`src/hdl/wqsl_ram.sv`:
```
// Generic single-clock RAM: one write port and one read port with registered read data.
// Depends on nothing.
module wqsl_ram #(
   parameter  int unsigned WIDTH  = 32,
   parameter  int unsigned DEPTH  = 64,
   localparam int unsigned ADDR_W = (DEPTH > 1) ? $clog2(DEPTH) : 1
) (
   input  logic              clock,
   input  logic              wr_en,
   input  logic [ADDR_W-1:0] wr_addr,
   input  logic [WIDTH-1:0]  wr_data,
   input  logic              rd_en,
   input  logic [ADDR_W-1:0] rd_addr,
   output logic [WIDTH-1:0]  rd_data
);

   logic [WIDTH-1:0] mem [DEPTH];

   always_ff @(posedge clock) begin
      if (wr_en) begin
         mem[wr_addr] <= wr_data;
      end
      if (rd_en) begin
         rd_data <= mem[rd_addr];
      end
   end

endmodule

```
`config.mk`:
```
export PLATFORM = sky130hd
export DESIGN_NAME = wqsl_ram
export DESIGN_NICKNAME = d
export VERILOG_FILES = /design/src/hdl/wqsl_ram.sv
export SDC_FILE = /design/constraint.sdc
export NUM_CORES = 2
export LEC_CHECK = 0
export ABC_AREA = 1
export BUFFER_PORTS_ARGS = -buffer_cell sky130_fd_sc_hd__buf_4
export CAP_MARGIN = 20
export CORE_MARGIN = 5
export CORE_UTILIZATION = 40
export DETAILED_ROUTE_END_ITERATION = 6
export SYNTH_ARGS = -nofsm -noshare
export SYNTH_HDL_FRONTEND = slang
export SYNTH_SLANG_ARGS = --single-unit
```
`constraint.sdc`:
```
create_clock -name clock -period 5 [get_ports clock]
set_clock_uncertainty 0.1 [all_clocks]
set_input_delay 0.5 -clock clock [delete_from_list [all_inputs] [get_ports clock]]
set_output_delay 0.5 -clock clock [all_outputs]
set_load 0.02 [all_outputs]
```
After elaboration in Yosys (flattened, before gate mapping):

Memory sizes are Yosys's and may differ from the RTL's. A register that Yosys moved wholly into a read port is not among the register bits.
Cells that the tools add are included.

* muxes and demuxes: 2

Operators by type and width (count)
* two-way mux 1 bit: 2

* input bits: 47
* output and inout bits: 32
* RAM bits: 2048
* register bits: 0
* memories: 1

Memories
* mem: words 64, width 32, read ports 1, clocked after Yosys merged registers in 1, wr ports 1, RTL line 17 `logic [WIDTH-1:0] mem [DEPTH];`

Logic depth before layout (Yosys ltp):

* depth in word-level cells: 2
* depth in mapped cells: 13
* mapped depth without buffers: 9

Least setup slack after synthesis:

Ideal clock, no wire load.

* path type: input -> register
* start: in wr_en
* end: mem mem[48][0] (enable)
* arrival: 4.128 ns
* setup time: 0.502 ns
* stages: 3
* data required time: 4.398 ns
* path slack: 0.270 ns
* cell sequence: clkbuf_1 nand4_1 nor4_1

* longest elaborated chain between the ends: 2

Ends and longest elaborated chain
* start: declaration: RTL line 9 `input logic wr_en,`
* two-way mux 1 bit: RTL line 20 `if (wr_en) begin`
* two-way mux 1 bit (implied by the code): RTL line 21 `mem[wr_addr] <= wr_data;`
* end: declaration: RTL line 17

Every way passes these cells.

==> results.yml <==
run_status:
  status: "complete, no violations"
sta:
  tightestPinTransition_ps: 1060
  fin_crit_ps: 2700
  hold_violations: 0
  slew_viol_final: 0
  finalSetupViolations: 0
  max_freq_mhz: 371
  max_slew_margin: 0.289
  grt_setup_unrepaired: "false"
  tns_ps: 0
  final.period_utilization: 0.540
worst_setup_path:
  cp-end-kind: "register"
  worstSetupPathType: "in2reg"
  cp.required_ps: 5610
  r2r_setup_slack_ps: 2970
  reg2reg_depth: 8
  crit_path_start_kind: "input port"
  worst_r2r_endpoint: "rd_data[10]$_DFFE_PP_"
  timing.rr.start: "mem[55][10]$_DFFE_PP_"
  cp.arrival_ps: 3310
  cp_max_fo: 163
floorplanning:
  num_rows: 167
  ioPinCount: 79
  floorplan.die.height_um: 466
  start_util: 0.402
  fp.dieArea_sq_mm: 0.217
  die_x_um: 466
  fp.coreArea_sq_mm: 0.207
synth:
  synthCells: 6769
  synth_seq_area_share: 0.752
  syn_area_sq_mm: 0.0831
  synth_nets: 6816
  synth.distinct_cells: 15
  synth_seq_cells: 2080
  syn_avg_cell_area_sq_um: 12.3
  yosysWarningCount: 0
clock_tree:
  cts_buffers: 204
  clk_path_buf_depth: 3
  cts_root_buffer: "clkbuf_16"
  h-tree-depth: 4
  clk-insertion-delay-late_ps: 860
  numClockSinks: 2080
  post_cts_buffers: 0
  holdBufCountCts: 0
  path_clk_slew_ps: 60
  cts_tree: "done"
  cts_resized: 0
power_and_ir_drop:
  power-per-cell-area_mw_per_mm2: 395
  ir_drop_mv: 0.295
  leakagePower_nw: 32.4
global_route:
  grt_usage: 0.226
  grt_first_pass_wirelength_um: 361000
  grt_max_degree: 164
  grt_pass1_vias: 50800
  grt_overflow: 0
  antenna_found_initial: 12
cells_and_area:
  finalNetCount: 6799
  stdcell_area_sq_mm: 0.0934
  drive_gt1_frac: 0.0826
  areaGrowthSynthToFinish_pct: 12.5
detailed_routing:
  drtPass1Iterations: 5
  wl_per_cell_um: 25.9
  drt_first_iter_violations: 6924
  vias_per_cell: 5.64
  vias: 54300
  detail-route-antenna-nets: 0
  drt_wl_total_um: 250000
  route.detailed.drc: 0
place:
  post_dp_cell_area_sq_mm: 0.0868
  gp_congestion: 0.822
  hpwl_um: 131000
  port_buffers: 78
hold_path:
  hp-start: "wr_data[24]"
  min-delay-path-class: "in2reg"
  min_to: "mem[27][24]$_DFFE_PP_"
  hold_path_depth: 1
run:
  drv_cap: 0
## kinds of logic (layout without fill, tap and decap cells)
| kind of cell | count (synthesis) | count (layout) | share of synthesized area |
|---|---|---|---|
| buffers and inverters | 461 | 608 | 0.0277 |
| other | 0 | 5 | 0 |
| DFF | 2080 | 2080 | 0.752 |
| and+or+nand+nor | 4228 | 4228 | 0.220 |
## sequential cells by signal, summed over array words and instances (netlist names)
register,cells
mem,2048
rd_data,32
## layout make-up
| cell class | instances | area (sq um) |
|---|---|---|
| inverters | 12 | 81.3 |
| repair buffers | 226 | 2120 |
| diodes | 5 | 12.5 |
| clock inverters | 117 | 1320 |
| multi-input cells | 4228 | 18800 |
| fillers | 18500 | 113000 |
| well taps | 2704 | 3380 |
| clock buffers | 253 | 5290 |
| flip-flops and latches | 2080 | 62500 |
## power breakdown
| group | total [W] | switching [W] | leakage (nW) | internal, W |
|---|---|---|---|---|
| logic | 0.00232 | 0.00179 | 10.5 | 0.000528 |
| registers | 0.0194 | 0.0000780 | 18.7 | 0.0193 |
| clock network | 0.0152 | 0.00667 | 3.20 | 0.00853 |
| total | 0.0369 | 0.00853 | 32.4 | 0.0284 |
## how the worst max path moves through the flow
stage | from | end | slack [ps] | depth (start not counted)
global route | rd_addr[1] | rd_data[4]$_DFFE_PP_ | 2310 | 10
finish | rd_addr[0] | rd_data[10]$_DFFE_PP_ | 2300 | 11
floorplan | wr_en | mem[48][0]$_DFFE_PP_ | 270 | 3
global placement | rd_addr[1] | rd_data[4]$_DFFE_PP_ | 1490 | 10
CTS | rd_addr[1] | rd_data[4]$_DFFE_PP_ | 2420 | 10
detailed placement | rd_addr[1] | rd_data[4]$_DFFE_PP_ | 1500 | 10
## worst max-delay path: stages
cell     delay (ps)
buf_8           160
buf_12          340
buf_12          560
nand2_1         110
nand3_1         120
nand3_1         100
nand3_1         130
nand3_1         270
nand2_1         370
nand2_1         230
nand2_1         120
## metal layers
metal | vias up | track usage | wire [um]
li1 | 24100 | - | -
met1 | 27200 | 0.310 | 100000
met2 | 2602 | 0.367 | 119000
met3 | 404 | 0.0344 | 20600
met4 | 6 | 0.0799 | 9440
met5 | - | 0 | 39
## cells in the mapped netlist (all sizes together)
cell type	count	area (sq um)
buf	372	1960
clkbuf	77	289
edfxtp	2080	62500
inv	12	47.6
nand2	2248	8440
nand3	1907	9540
nand4	9	56.3
nor2	56	210
nor4	8	50.1
## per-stage QoR
| stage | worst slack (ps) | hold slack (ps) | util | cells | total power, W |
|---|---|---|---|---|---|
| global placement | 1490 | 783 | 0.420 | 9250 | 0.0221 |
| CTS | 2420 | 113 | 0.452 | 9620 | 0.0372 |
| finish | 2300 | 132 | 0.452 | 9625 | 0.0369 |
| global route | 2310 | 136 | 0.452 | 9621 | 0.0381 |
| floorplan | 270 | 499 | - | 6769 | 0.0210 |
| detailed placement | 1500 | 791 | 0.420 | 9250 | 0.0221 |
## cells in the final DEF (no fill, tap or decap), drive strengths merged
| cell type | n |
|---|---|
| clkinv | 92 |
| buf | 226 |
| nor2 | 56 |
| clkinvlp | 2 |
| nand3 | 1907 |
| clkbuf | 253 |
| bufinv | 19 |
| nand4 | 9 |
| edfxtp | 2080 |
| nand2 | 2248 |
| inv | 16 |
| nor4 | 8 |
| diode | 5 |
(Power assumes the default switching activity.)
